--- config.mk ---
export PLATFORM = sky130hd
export DESIGN_NAME = fat_dir_entry_name_decoder_core
export DESIGN_NICKNAME = d
export VERILOG_FILES = /design/src/design/fdn_pkg.sv /design/src/design/fdn_name_ram.sv /design/src/design/fdn_short_name.sv /design/src/design/fat_dir_entry_name_decoder_core.sv
export SDC_FILE = /design/constraint.sdc
export NUM_CORES = 2
export LEC_CHECK = 0
export ABC_AREA = 1
export BUFFER_PORTS_ARGS = -buffer_cell sky130_fd_sc_hd__clkbuf_2
export CORE_MARGIN = 3
export CORE_UTILIZATION = 50
export DETAILED_ROUTE_END_ITERATION = 12
export PLACE_DENSITY = 0.68
export SLEW_MARGIN = 10
export SYNTH_ARGS = -nofsm -noshare
export SYNTH_HDL_FRONTEND = slang
export SYNTH_HIERARCHICAL = 1
export SYNTH_SLANG_ARGS = --single-unit
--- constraint.sdc ---
create_clock -name aclk -period 14.83 [get_ports aclk]
set_input_delay 3.7075 -clock aclk [delete_from_list [all_inputs] [get_ports aclk]]
set_output_delay 3.7075 -clock aclk [all_outputs]
set_load 0.05 [all_outputs]
--- src/design/fdn_pkg.sv ---
// Package for the FAT directory entry name decoder.
// Holds the stream widths, FAT byte codes, the sequencer state type and the 8.3 name record.
// No dependencies; every other design file imports it.
package fdn_pkg;

    // Stream layout.
    localparam int ENTRY_W     = 256;
    localparam int IN_TDATA_W  = 264;
    localparam int NEW_DIR_BIT = 256;
    localparam int OUT_TDATA_W = 88;
    localparam int OUT_PAD_W   = 7;

    // Field widths.
    localparam int CHAR_W     = 8;
    localparam int CHAR_POS_W = 6;
    localparam int WORD_W     = 32;
    localparam int UNIT_W     = 16;
    localparam int SFN_MAX    = 12;
    localparam int SFN_LEN_W  = 4;
    localparam int LFN_POS_W  = 9;
    localparam int UNIT_IDX_W = 4;
    localparam int SEQ_W      = 5;

    localparam int UNITS_PER_ENTRY = 13;
    localparam logic [UNIT_IDX_W-1:0] UNIT_LAST = UNIT_IDX_W'(UNITS_PER_ENTRY - 1);

    // FAT byte codes.
    localparam logic [CHAR_W-1:0] BYTE_END       = 8'h00;
    localparam logic [CHAR_W-1:0] BYTE_DELETED   = 8'hE5;
    localparam logic [CHAR_W-1:0] BYTE_DOT       = 8'h2E;
    localparam logic [CHAR_W-1:0] BYTE_SPACE     = 8'h20;
    localparam logic [CHAR_W-1:0] ATTR_LONG      = 8'h0F;
    localparam logic [CHAR_W-1:0] ATTR_VOLUME    = 8'h08;
    localparam logic [CHAR_W-1:0] ATTR_DIRECTORY = 8'h10;
    localparam logic [UNIT_W-1:0] UNIT_EMPTY     = 16'h0000;
    localparam logic [UNIT_W-1:0] UNIT_PAD       = 16'hFFFF;

    // Byte offset of the low byte of each UTF-16 unit in a long-name entry.
    localparam logic [4:0] UNIT_OFFSET [0:UNITS_PER_ENTRY-1] = '{
        5'd1, 5'd3, 5'd5, 5'd7, 5'd9, 5'd14, 5'd16, 5'd18, 5'd20, 5'd22, 5'd24, 5'd28, 5'd30
    };

    typedef enum logic [2:0] {
        ST_IDLE,
        ST_LFN_WRITE,
        ST_LONG_SCAN,
        ST_SHORT_EMIT,
        ST_END_MARK
    } fsm_state_t;

    // Formatted 8.3 name: characters from index 0 up, and the displayed length.
    typedef struct packed {
        logic [SFN_MAX-1:0][CHAR_W-1:0] chars;
        logic [SFN_LEN_W-1:0]           len;
    } sfn_t;

endpackage

--- src/design/fdn_name_ram.sv ---
// Long-name character buffer: one write port, one registered read port.
// Each entry has a valid bit so the whole buffer reads as zero after a clear.
// Depends on fdn_pkg.
module fdn_name_ram #(
    parameter int DEPTH = 64,
    localparam int AW = $clog2(DEPTH)
) (
    input  logic          clk,
    input  logic          rst_n,
    input  logic          clear,
    input  logic          wr_en,
    input  logic [AW-1:0] wr_addr,
    input  logic [7:0]    wr_data,
    input  logic [AW-1:0] rd_addr,
    output logic [7:0]    rd_data
);
    import fdn_pkg::*;

    logic [CHAR_W-1:0] mem [DEPTH];
    logic [DEPTH-1:0]  valid_reg;
    logic [CHAR_W-1:0] rd_data_reg;
    logic              rd_valid_reg;

    always_ff @(posedge clk) begin
        if (wr_en) begin
            mem[wr_addr] <= wr_data;
        end
        rd_data_reg <= mem[rd_addr];
    end

    always_ff @(posedge clk) begin
        if (!rst_n) begin
            valid_reg    <= '0;
            rd_valid_reg <= 1'b0;
        end else begin
            rd_valid_reg <= valid_reg[rd_addr];
            if (clear) begin
                valid_reg <= '0;
            end else if (wr_en) begin
                valid_reg[wr_addr] <= 1'b1;
            end
        end
    end

    assign rd_data = rd_valid_reg ? rd_data_reg : '0;

endmodule

--- src/design/fdn_short_name.sv ---
// 8.3 name formatter: trims the base and extension, inserts the dot,
// and cuts the name at the first zero byte. Depends on fdn_pkg.
module fdn_short_name (
    input  logic [10:0][7:0] name_bytes,
    output fdn_pkg::sfn_t    sfn
);
    import fdn_pkg::*;

    logic [SFN_MAX-1:0][CHAR_W-1:0] padded;

    assign padded = {CHAR_W'(0), name_bytes};

    always_comb begin
        logic [SFN_LEN_W-1:0] stem_len;
        logic [1:0]           ext_len;
        logic                 has_ext;
        logic                 stop;
        logic [SFN_LEN_W-1:0] rel;

        stem_len = SFN_LEN_W'(8);
        stop     = 1'b0;
        for (int k = 0; k < 8; k++) begin
            if (!stop && padded[k] == BYTE_SPACE) begin
                stem_len = SFN_LEN_W'(k);
                stop     = 1'b1;
            end
        end

        has_ext = (padded[8] != BYTE_SPACE);
        ext_len = 2'd3;
        stop    = 1'b0;
        for (int j = 0; j < 3; j++) begin
            if (!stop && padded[8 + j] == BYTE_SPACE) begin
                ext_len = 2'(j);
                stop    = 1'b1;
            end
        end

        // Each output slot picks a base byte, the dot, an extension byte or zero.
        for (int k = 0; k < SFN_MAX; k++) begin
            rel = SFN_LEN_W'(k) - stem_len;
            if (SFN_LEN_W'(k) < stem_len) begin
                sfn.chars[k] = padded[k];
            end else if (has_ext && rel == '0) begin
                sfn.chars[k] = BYTE_DOT;
            end else if (has_ext && rel <= {2'b00, ext_len}) begin
                case (rel)
                    4'd1:    sfn.chars[k] = padded[8];
                    4'd2:    sfn.chars[k] = padded[9];
                    4'd3:    sfn.chars[k] = padded[10];
                    default: sfn.chars[k] = '0;
                endcase
            end else begin
                sfn.chars[k] = '0;
            end
        end

        // Slots past the name are zero, so the first zero gives the length.
        sfn.len = SFN_LEN_W'(SFN_MAX);
        stop    = 1'b0;
        for (int k = 0; k < SFN_MAX; k++) begin
            if (!stop && sfn.chars[k] == '0) begin
                sfn.len = SFN_LEN_W'(k);
                stop    = 1'b1;
            end
        end
    end

endmodule

--- src/design/fat_dir_entry_name_decoder_core.sv ---
// Top level of the FAT directory entry name decoder.
// Instantiates fdn_name_ram and fdn_short_name; depends on fdn_pkg.
//
// The block takes one raw 32-byte FAT directory entry per input transaction and
// returns the display name of each visible entry as a run of output transactions,
// one character each, with tlast on the final one. Every result also carries the
// directory flag, file size and first cluster. Long-name entries (attribute 0x0F)
// return nothing; they write the low bytes of their UTF-16 units into a character
// buffer, one unit per cycle. A visible entry with a pending long name reads that
// buffer back through its single registered read port; each character passes a
// holding register and then the output register, one character per cycle while
// m_tready is high. An entry without a long name shows its trimmed 8.3 name (at
// most 12 characters) from the output register at one character per cycle while
// m_tready is high. Deleted entries, volume labels and dot entries clear the
// pending long name. A first byte of zero gives one result with end_of_directory
// set; after it every entry is dropped until one arrives with new_directory set,
// which also clears the buffer, its length and the pending flag at once. The block
// accepts a new entry only when the previous one is fully handled, but a finished
// result may still be waiting in the output register at that time. Buffer writes
// and reads never overlap: writes happen only while a long-name entry is being
// stored, reads are used only while a name is being played out.
module fat_dir_entry_name_decoder_core #(
    parameter int NAME_CAPACITY = 64
) (
    input  logic                           aclk,
    input  logic                           aresetn,
    // s_tdata, from bit 0: entry_bytes_0_7, entry_bytes_8_15, entry_bytes_16_23,
    // entry_bytes_24_31, new_directory, zero padding.
    input  logic                           s_tvalid,
    output logic                           s_tready,
    input  logic [fdn_pkg::IN_TDATA_W-1:0] s_tdata,
    // m_tdata, from bit 0: name_char, char_position, from_long_name, is_directory,
    // entry size, starting cluster, end_of_directory, zero padding.
    output logic                            m_tvalid,
    input  logic                            m_tready,
    output logic [fdn_pkg::OUT_TDATA_W-1:0] m_tdata,
    output logic                            m_tlast
);
    import fdn_pkg::*;

    localparam int AW = $clog2(NAME_CAPACITY);
    localparam logic [LFN_POS_W-1:0] POS_LIMIT = LFN_POS_W'(NAME_CAPACITY - 1);

    fsm_state_t state_reg, state_next;

    // Directory state held between entries.
    logic [AW-1:0] len_reg, len_next;
    logic          pending_reg, pending_next;
    logic          ended_reg, ended_next;

    // Latched entry and per-entry working registers.
    logic [ENTRY_W-1:0]    entry_reg;
    logic [LFN_POS_W-1:0]  off_reg;
    logic [UNIT_IDX_W-1:0] unit_reg;
    logic [AW-1:0]         scan_len_reg;
    logic [AW-1:0]         idx_reg;
    logic [CHAR_W-1:0]     held_reg;
    logic                  have_held_reg, have_held_next;
    sfn_t                  sfn_reg;
    logic [SFN_LEN_W-1:0]  sidx_reg;
    logic                  from_long_reg;
    logic                  isdir_reg;
    logic [WORD_W-1:0]     size_reg;
    logic [WORD_W-1:0]     clus_reg;

    // Output register.
    logic                   m_valid_reg, m_valid_next;
    logic [OUT_TDATA_W-1:0] m_data_reg;
    logic                   m_last_reg;

    // Input decode.
    logic              s_fire;
    logic              new_dir;
    logic [CHAR_W-1:0] b0;
    logic [CHAR_W-1:0] attr;
    logic [SEQ_W-1:0]  lfn_seq;
    logic              ended_eff;
    logic              pending_eff;
    logic [AW-1:0]     len_eff;
    logic              is_end, is_del, is_lfn, is_skip, is_vis;
    sfn_t              sfn;

    assign s_tready    = (state_reg == ST_IDLE);
    assign s_fire      = s_tvalid & s_tready;
    assign new_dir     = s_tdata[NEW_DIR_BIT];
    assign b0          = s_tdata[7:0];
    assign attr        = s_tdata[95:88];
    assign lfn_seq     = b0[SEQ_W-1:0];
    assign ended_eff   = ended_reg & ~new_dir;
    assign pending_eff = pending_reg & ~new_dir;
    assign len_eff     = new_dir ? '0 : len_reg;

    assign is_end  = (b0 == BYTE_END);
    assign is_del  = !is_end && (b0 == BYTE_DELETED);
    assign is_lfn  = !is_end && !is_del && (attr == ATTR_LONG);
    assign is_skip = !is_end && !is_del && !is_lfn &&
                     (((attr & ATTR_VOLUME) != '0) || (b0 == BYTE_DOT));
    assign is_vis  = !is_end && !is_del && !is_lfn && !is_skip;

    fdn_short_name u_short_name (
        .name_bytes (s_tdata[87:0]),
        .sfn        (sfn)
    );

    // Long-name unit currently being stored.
    logic [31:0][CHAR_W-1:0] entry_bytes;
    logic [4:0]              unit_ofs;
    logic [UNIT_W-1:0]       unit_val;
    logic [LFN_POS_W-1:0]    lfn_pos;
    logic                    lfn_stop;
    logic                    store_last;

    assign entry_bytes = entry_reg;
    assign unit_ofs    = UNIT_OFFSET[unit_reg];
    assign unit_val    = {entry_bytes[5'(unit_ofs + 5'd1)], entry_bytes[unit_ofs]};
    assign lfn_pos     = off_reg + LFN_POS_W'(unit_reg);
    assign lfn_stop    = (lfn_pos >= POS_LIMIT) || (unit_val == UNIT_EMPTY) ||
                         (unit_val == UNIT_PAD);
    assign store_last  = lfn_stop || (unit_reg == UNIT_LAST);

    // Character buffer.
    logic              ram_we;
    logic [AW-1:0]     rd_addr;
    logic [CHAR_W-1:0] ram_rdata;

    fdn_name_ram #(
        .DEPTH (NAME_CAPACITY)
    ) u_name_ram (
        .clk     (aclk),
        .rst_n   (aresetn),
        .clear   (s_fire & new_dir),
        .wr_en   (ram_we),
        .wr_addr (lfn_pos[AW-1:0]),
        .wr_data (unit_val[CHAR_W-1:0]),
        .rd_addr (rd_addr),
        .rd_data (ram_rdata)
    );

    // The scan ends at the stored length or at the first zero character.
    logic scan_end;
    logic scan_adv;
    logic slot_free;
    logic short_last;

    assign scan_end   = (idx_reg >= scan_len_reg) || (ram_rdata == '0);
    assign slot_free  = ~m_valid_reg | m_tready;
    assign short_last = (sfn_reg.len == '0) || (SFN_LEN_W'(sidx_reg + 1'b1) == sfn_reg.len);

    // Sequencer outputs.
    logic                  out_load;
    logic [CHAR_W-1:0]     o_char;
    logic [CHAR_POS_W-1:0] o_pos;
    logic                  o_eod;
    logic                  o_last;

    always_comb begin
        out_load = 1'b0;
        o_char   = '0;
        o_pos    = '0;
        o_eod    = 1'b0;
        o_last   = 1'b0;
        ram_we   = 1'b0;
        scan_adv = 1'b0;
        rd_addr  = '0;
        case (state_reg)
            ST_IDLE: begin
                rd_addr = '0;
            end
            ST_LFN_WRITE: begin
                ram_we = ~lfn_stop;
            end
            ST_LONG_SCAN: begin
                if (!have_held_reg) begin
                    // First character: an immediate end means an empty name.
                    scan_adv = ~scan_end;
                    out_load = scan_end & slot_free;
                    o_last   = 1'b1;
                end else if (slot_free) begin
                    out_load = 1'b1;
                    o_char   = held_reg;
                    o_pos    = CHAR_POS_W'(idx_reg - 1'b1);
                    o_last   = scan_end;
                    scan_adv = ~scan_end;
                end
                // On a stall the same address is read again so the data holds.
                rd_addr = scan_adv ? AW'(idx_reg + 1'b1) : idx_reg;
            end
            ST_SHORT_EMIT: begin
                out_load = slot_free;
                o_char   = (sfn_reg.len == '0) ? '0 : sfn_reg.chars[sidx_reg];
                o_pos    = CHAR_POS_W'(sidx_reg);
                o_last   = short_last;
            end
            ST_END_MARK: begin
                out_load = slot_free;
                o_eod    = 1'b1;
                o_last   = 1'b1;
            end
            default: begin
                out_load = 1'b0;
            end
        endcase
    end

    always_comb begin
        state_next = state_reg;
        case (state_reg)
            ST_IDLE: begin
                if (s_fire && !ended_eff) begin
                    if (is_end) begin
                        state_next = ST_END_MARK;
                    end else if (is_lfn && lfn_seq != '0) begin
                        state_next = ST_LFN_WRITE;
                    end else if (is_vis) begin
                        state_next = pending_eff ? ST_LONG_SCAN : ST_SHORT_EMIT;
                    end
                end
            end
            ST_LFN_WRITE: begin
                if (store_last) begin
                    state_next = ST_IDLE;
                end
            end
            ST_LONG_SCAN, ST_SHORT_EMIT: begin
                if (out_load && o_last) begin
                    state_next = ST_IDLE;
                end
            end
            ST_END_MARK: begin
                if (out_load) begin
                    state_next = ST_IDLE;
                end
            end
            default: begin
                state_next = ST_IDLE;
            end
        endcase
    end

    // Directory state updates.
    always_comb begin
        len_next       = len_reg;
        pending_next   = pending_reg;
        ended_next     = ended_reg;
        have_held_next = have_held_reg;
        if (s_fire) begin
            len_next       = len_eff;
            pending_next   = pending_eff;
            ended_next     = ended_eff;
            have_held_next = 1'b0;
            if (!ended_eff) begin
                if (is_lfn) begin
                    pending_next = 1'b1;
                end else begin
                    pending_next = 1'b0;
                    len_next     = '0;
                    if (is_end) begin
                        ended_next = 1'b1;
                    end
                end
            end
        end
        if (ram_we && ((lfn_pos + 1'b1) > LFN_POS_W'(len_reg))) begin
            len_next = AW'(lfn_pos + 1'b1);
        end
        if (state_reg == ST_LONG_SCAN && scan_adv) begin
            have_held_next = 1'b1;
        end
    end

    assign m_valid_next = out_load | (m_valid_reg & ~m_tready);

    always_ff @(posedge aclk) begin
        if (!aresetn) begin
            state_reg     <= ST_IDLE;
            len_reg       <= '0;
            pending_reg   <= 1'b0;
            ended_reg     <= 1'b0;
            have_held_reg <= 1'b0;
            m_valid_reg   <= 1'b0;
        end else begin
            state_reg     <= state_next;
            len_reg       <= len_next;
            pending_reg   <= pending_next;
            ended_reg     <= ended_next;
            have_held_reg <= have_held_next;
            m_valid_reg   <= m_valid_next;
        end
    end

    always_ff @(posedge aclk) begin
        if (s_fire) begin
            entry_reg     <= s_tdata[ENTRY_W-1:0];
            off_reg       <= LFN_POS_W'(lfn_seq - 1'b1) * LFN_POS_W'(UNITS_PER_ENTRY);
            unit_reg      <= '0;
            scan_len_reg  <= len_eff;
            idx_reg       <= '0;
            sfn_reg       <= sfn;
            sidx_reg      <= '0;
            from_long_reg <= pending_eff;
            isdir_reg     <= (attr & ATTR_DIRECTORY) != '0;
            size_reg      <= s_tdata[255:224];
            clus_reg      <= {s_tdata[175:160], s_tdata[223:208]};
        end else begin
            if (state_reg == ST_LFN_WRITE) begin
                unit_reg <= UNIT_IDX_W'(unit_reg + 1'b1);
            end
            if (state_reg == ST_LONG_SCAN) begin
                idx_reg <= rd_addr;
                if (scan_adv) begin
                    held_reg <= ram_rdata;
                end
            end
            if (state_reg == ST_SHORT_EMIT && out_load && !o_last) begin
                sidx_reg <= SFN_LEN_W'(sidx_reg + 1'b1);
            end
        end
        if (out_load) begin
            m_last_reg <= o_last;
            if (o_eod) begin
                m_data_reg <= {OUT_PAD_W'(0), 1'b1, WORD_W'(0), WORD_W'(0), 1'b0, 1'b0,
                               o_pos, o_char};
            end else begin
                m_data_reg <= {OUT_PAD_W'(0), 1'b0, clus_reg, size_reg, isdir_reg,
                               from_long_reg, o_pos, o_char};
            end
        end
    end

    assign m_tvalid = m_valid_reg;
    assign m_tdata  = m_data_reg;
    assign m_tlast  = m_last_reg;

`ifndef SYNTHESIS
    ap_scan_bound: assert property (@(posedge aclk) disable iff (!aresetn)
        state_reg == ST_LONG_SCAN |-> idx_reg <= scan_len_reg)
        else $error("buffer scan ran past the stored name length");

    ap_len_bound: assert property (@(posedge aclk) disable iff (!aresetn)
        32'(len_reg) <= NAME_CAPACITY - 1)
        else $error("long name length beyond buffer capacity");

    ap_end_mark: assert property (@(posedge aclk) disable iff (!aresetn)
        s_fire && !ended_eff && is_end |=> state_reg == ST_END_MARK && ended_reg)
        else $error("end-of-directory entry not taken to the end marker");

    ap_store_quiet: assert property (@(posedge aclk) disable iff (!aresetn)
        state_reg == ST_LFN_WRITE |-> !out_load && !scan_adv)
        else $error("output or buffer scan active while storing a long name");
`endif

endmodule

After elaboration in Yosys (flattened, before gate mapping)

Memories as Yosys holds them, arrays and structs flattened. A register that Yosys moved wholly into a read port is not among the register bits.
Index checks and enable logic that the tools add are counted.

Memory bits (writable): 512
Memories: 2
Input port bits: 268
Register bits: 626
Output and inout port bits: 91
Memory bits (read-only): 80

Magnitude comparators: 34
Multiply operators: 1
Eq/ne operators: 63
Bitwise logic cells: 17
Reductions and logical operators: 129
$add $sub $neg: 20
Multiplexer cells: 148

Memory list:

| memory           | depth | bits a word | read ports | clocked after Yosys merged registers in | write ports | RTL line                               | source |
|---|---|---|---|---|---|---|---|
| u_name_ram.mem   | 64    | 8           | 1          | 1                                       | 1           | fdn_name_ram.sv:19                     | `logic [CHAR_W-1:0] mem [DEPTH];` |
| (name not given) | 16    | 5           | 1          | 0                                       | 0           | fat_dir_entry_name_decoder_core.sv:114 | `assign unit_ofs = UNIT_OFFSET[unit_reg];` |

Operators with widths:

| kind                                                       | count |
|---|---|
| 2-to-1 mux 8 bit                                           | 43 |
| one-hot mux 8 bit (3 select lines)                         | 12 |
| zero test 8 bit                                            | 14 |
| equality test 4 x 2 -> 1 bit (second input constant)       | 24 |
| equality test 8 x 6 -> 1 bit (second input constant)       | 12 |
| 2-to-1 mux 81 bit                                          | 1 |
| binary-select mux 8 bit (select 5 bit)                     | 2 |
| 2-to-1 mux 4 bit                                           | 16 |
| bitwise OR 64 bit                                          | 1 |
| logical AND 1 bit                                          | 58 |
| 2-to-1 mux 6 bit                                           | 9 |
| zero test 4 bit                                            | 13 |
| equality test 4 x 1 -> 1 bit (second input constant)       | 12 |
| <= comparator 4 x 2 -> 1 bit                               | 12 |
| 2-to-1 mux 1 bit                                           | 43 |
| binary-select mux 8 bit (select 4 bit)                     | 1 |
| zero test 1 bit                                            | 26 |
| 2-to-1 mux 3 bit                                           | 7 |
| equality test 16 bit (second input constant)               | 1 |
| zero test 16 bit                                           | 1 |
| less-than comparator 3 x 4 -> 1 bit (first input constant) | 4 |
| less-than comparator 4 bit (first input constant)          | 4 |
| one-hot mux 8 bit (2 select lines)                         | 1 |
| subtractor 3 x 4 -> 4 bit (first input constant)           | 4 |
| 52 further kinds                                           | 91 |

Logic depth before layout (Yosys ltp)

Word-level depth: 64
Gate-level depth with buffers: 33

By module

Netlist, hierarchy kept.

By module, submodules not included:

| module                          | cells each | times used | area an instance (µm²) |
|---|---|---|---|
| fat_dir_entry_name_decoder_core | 2485       | 1          | 24145.7 |
| fdn_name_ram                    | 2165       | 1          | 23772.8 |
| fdn_short_name                  | 1083       | 1          | 5176.2 |

Worst setup path after synthesis

OpenSTA, ideal clock, no wires.

Path type: input port to flip-flop
Start point: input port s_tvalid
End point: register entry_reg[0], in the netlist entry_bytes[0], enable pin
Buffers on the path: 0
Setup time: 3.057 ns
Path slack: 1.023 ns
Required time: 11.773 ns
Arrival: 10.750 ns
Stages: 2
Cells stage by stage: nand2_1 > clkinv_1

Word-level cells in the longest chain between the ends: 1

Ends and longest elaborated chain:

| item                   | RTL line                               | source |
|---|---|---|
| start: declaration     | fat_dir_entry_name_decoder_core.sv:29  | `input logic s_tvalid,` |
| bitwise AND 1 bit      | fat_dir_entry_name_decoder_core.sv:84  | `assign s_fire = s_tvalid & s_tready;` |
| via s_fire             | fat_dir_entry_name_decoder_core.sv:72  | `logic s_fire;` |
| end signal: assignment | fat_dir_entry_name_decoder_core.sv:293 | `entry_reg <= s_tdata[ENTRY_W-1:0];` |
| end: declaration       | fat_dir_entry_name_decoder_core.sv:52  | `logic [ENTRY_W-1:0] entry_reg;` |

The timed path passes the listed nets, and every way through them passes these cells.
A chain may end at the register's enable or synchronous reset.

Worst setup path after layout

Start point: register unit_reg[3]
End point: memory u_name_ram.mem[50][4], enable pin

Word-level cells in the longest chain between the ends: 14

Ends and longest elaborated chain:

| item                                                 | RTL line                               | source |
|---|---|---|
| start: declaration                                   | fat_dir_entry_name_decoder_core.sv:54  | `logic [UNIT_IDX_W-1:0] unit_reg;` |
| start signal: assignment                             | fat_dir_entry_name_decoder_core.sv:306 | `unit_reg <= UNIT_IDX_W'(unit_reg + 1'b1);` |
| inverter 4 -> 5 bit (not written as such)            | fat_dir_entry_name_decoder_core.sv:114 |  |
| memory (16 x 5 bit)                                  | --                                     |  |
| 2-to-1 mux 5 bit (not written as such) (2 in series) | fat_dir_entry_name_decoder_core.sv:114 |  |
| adder 5 x 1 -> 5 bit                                 | fat_dir_entry_name_decoder_core.sv:115 | `assign unit_val = {entry_bytes[5'(unit_ofs + 5'd1)], entry_bytes[unit_ofs]};` |
| binary-select mux 8 bit (select 5 bit)               | fat_dir_entry_name_decoder_core.sv:115 |  |
| 2-to-1 mux 8 bit (not written as such)               | fat_dir_entry_name_decoder_core.sv:115 |  |
| zero test 16 bit                                     | fat_dir_entry_name_decoder_core.sv:117 | `assign lfn_stop = (lfn_pos >= POS_LIMIT) \|\| (unit_val == UNIT_EMPTY) \|\|` |
| logical OR 1 bit                                     | fat_dir_entry_name_decoder_core.sv:117 |  |
| logical OR 1 bit *                                   | fat_dir_entry_name_decoder_core.sv:117 |  |
| inverter 1 bit *                                     | fat_dir_entry_name_decoder_core.sv:170 | `ram_we = ~lfn_stop;` |
| 2-to-1 mux 1 bit *                                   | fat_dir_entry_name_decoder_core.sv:165 | `case (state_reg)` |
| via ram_we                                           | fat_dir_entry_name_decoder_core.sv:122 | `logic ram_we;` |
| 2-to-1 mux 1 bit *                                   | fdn_name_ram.sv:25                     | `if (wr_en) begin` |
| 2-to-1 mux 1 bit (not written as such) *             | fdn_name_ram.sv:26                     | `mem[wr_addr] <= wr_data;` |
| end: declaration                                     | fdn_name_ram.sv:19                     |  |

Mark *: on every way through the listed nets, which the timed path passes. The rest lies on a longest branch. The select of a mux whose other input is x is not followed.

==> flow_metrics.tcl <==
set metrics [dict create \
    ctsResizeCount 0 \
    die_area_um2 110100 \
    route.antenna.remaining_nets 0 \
    setup_viol 0 \
    ys.flop_type "edfxtp_1" \
    synth_top_area_frac 0.5509 \
    wire_per_inst_um 22.68 \
    status "completed" \
    yosys.area.top_type "edfxtp_1" \
    async_flop_share 0 \
    core-area_um2 104400 \
    grt_pass1_vias 39631 \
    finalHoldViolCount 0 \
    drt_iter0_drc 6558 \
    startpoint_type "flip-flop" \
    rsz0062_at_grt "no" \
    vias 43676 \
    hpwl_um 107900 \
    hold_buffers 0 \
    end_kind "flip-flop" \
    instances_no_fill 7399 \
    synth_edf_count 974 \
    groute.usage.overall 0.2938 \
    ys_seq_area_frac 0.5886 \
    port_buffers 344 \
    comb_power_share 0.297 \
    criticalPathCategory "flip-flop to flip-flop" \
    final_max_slew_viol_count 0 \
    clockBufferDepth 3 \
    final_nets 6239 \
    synth.area.top_cells "edfxtp_1 (55%), nand2_1 (11%), nand3_1 (9.4%)" \
    antenna_found_initial 24 \
    post_cts_buffers 0 \
    leakagePower_nw 23.17 \
    timing.critical_path.required_ns 15.12 \
    cts_tree "yes" \
    drc 0 \
    routed_via_density 5.903 \
    syn_inst 5733 \
    max-cap-violations 0 \
    htreeDepth 3 \
    intPower_w 0.006556 \
    p_sw_frac 0.3673 \
    cts_root_buf "clkbuf_16" \
    finalSetupTns_ns 0 \
    period_minus_slack_ns 8.846 \
    hp-class "flip-flop to flip-flop" \
    worst-slew-pin-transition_ns 1.169 \
    ys_ff_latch 1074 \
    grt_pass1_wl_um 248300 \
    num_rows 118 \
    cts_made_buffers 110 \
    clk_latency_ns 0.70 \
    gp_congestion 0.9849 \
    clk_pin_slew_ns 0.06 \
    drive_above_1_share 0.1113 \
    mostFrequentLayoutCells "nand2_1 (1507), nand3_1 (995), edfxtp_1 (974), nor2_1 (601), inv_1 (402)" \
    ios 359 \
    synthesis.area_um2 53090 \
    yosys.cell_types.count 72 \
    drt-pass1-iter-count 7 \
    grt_max_degree 199 \
    fmax_mhz 113.0 \
    dp.cells 7175 \
    avgSynthCellArea_um2 9.261 \
    switchingPower_w 0.003806 \
    area_growth_pct 10.64 \
    n_fill_cell 9124 \
    largest_reg_flops 512 \
    die_w_um 331.9 \
    ir_drop_mv 0.1692 \
    powerDensity_nw_per_um2 176.4 \
    final_common_cell "nand2_1" \
    crit_arrival_ns 9.14 \
    period_share 0.5965 \
    p_clk_frac 0.264 \
    start_util 0.5087 \
    finClkSkew_ns 0.02823 \
    yosysWarnings 6 \
    dieHeight_um 331.9 \
    wl_um 167800 \
    p_seq_frac 0.438 \
    maxSlewHeadroom 0.2180 \
    overflow 0 \
    worst-path-max-fanout 178 \
    clock_sinks 1074 \
]
-- power groups by stage --
stage               Clock, W  Sequential [W]  Combinational [W]
finish               0.00274         0.00454            0.00308
floorplan                  0         0.00506            0.00159
global route         0.00290         0.00458            0.00333
detailed placement         0         0.00460            0.00304
global placement           0         0.00459            0.00299
CTS                  0.00277         0.00454            0.00306
-- area by class of cell --
class	instances	area, um^2	share of cell area
Multi-Input combinational cell	3902	18440	0.3139
Tap cell	1380	1727	0.02939
Antenna cell	18	45.04	0.0007667
Clock inverter	62	556.8	0.009478
Clock buffer	144	3004	0.05114
Sequential cell	1074	31250	0.5319
Timing Repair Buffer	383	2052	0.03493
Inverter	436	1670	0.02843
-- worst max-delay path, stage by stage, from the launching register on --
cell and delay, ns:
dfxtp_1 0.49, inv_6 0.71, nand2_8 0.73, inv_4 0.79, ha_2 0.36, nand3_2 0.58
nand2_2 0.98, inv_2 0.41, nand2_1 0.20, nand2_1 0.12, nand2_1 0.10, nand3_1 0.08
nand2_1 0.11, nor2_1 0.04, nand2_1 0.11, nor2_2 0.05, nand2_4 0.15, nor3b_1 0.40
clkinv_1 0.41, nor3_1 0.37, inv_1 0.21, nor2_1 0.91
-- worst paths after layout --
check                                              start                        to  slack [ns]  cells after the start
worst min-delay path            u_name_ram/valid_reg[20]  u_name_ram/valid_reg[20]        0.47                      2
worst max register to register               unit_reg[3]     u_name_ram/mem[50][4]        5.98                     21
worst min register to register  u_name_ram/valid_reg[20]  u_name_ram/valid_reg[20]        0.47                      2
worst max-delay path                         unit_reg[3]     u_name_ram/mem[50][4]        5.98                     21
-- cell families (layout without fill, tap and decap cells) --
kind of cell,Yosys count,count (layout),synth area share
AOI/OAI and AO/OA,476,476,0.05276
adders and majority gates,64,64,0.01593
xor gates and xnor gates,31,31,0.005467
and+or+nand+nor,3324,3324,0.2714
buffers and inverters,763,1025,0.06584
other,1,25,0.00007063
DFF,1074,1074,0.5886
-- cells in the mapped netlist, drive strengths merged, types with 8 or more instances --
cell	count
o22ai	51
dfxtp	100
o221ai	27
xnor2	10
or2	11
nand4	88
a32o	14
o21ai	209
a21oi	120
nor3	36
o211ai	19
edfxtp	974
nand3	1006
nand2	1544
xor2	21
ha	58
nor4	11
a31oi	8
buf	225
inv	429
nor2	621
clkbuf	102
-- metrics by stage --
step	util	hold slack (ns)	total power (W)	setup WS (ns)	cell area, um^2
after floorplan	-	0.4402	0.006645	1.023	53120
after global placement	0.5283	0.4484	0.007577	5.627	55140
after detailed placement	0.5283	0.4569	0.007639	5.567	55140
after CTS	0.5624	0.4707	0.01037	6.098	58700
after global routing	0.5626	0.4827	0.01081	5.631	58720
final	0.5628	0.4670	0.01036	5.984	58750
-- routing by layer --
layer	GRT usage	wire length [um]	vias to the layer above
met3	0.06733	19260	430
met1	0.4161	67800	20721
met4	0.1140	6618	18
met5	0	120	-
met2	0.4409	74020	2578
li1	-	-	19929
Power figures use the tool's default switching activity.
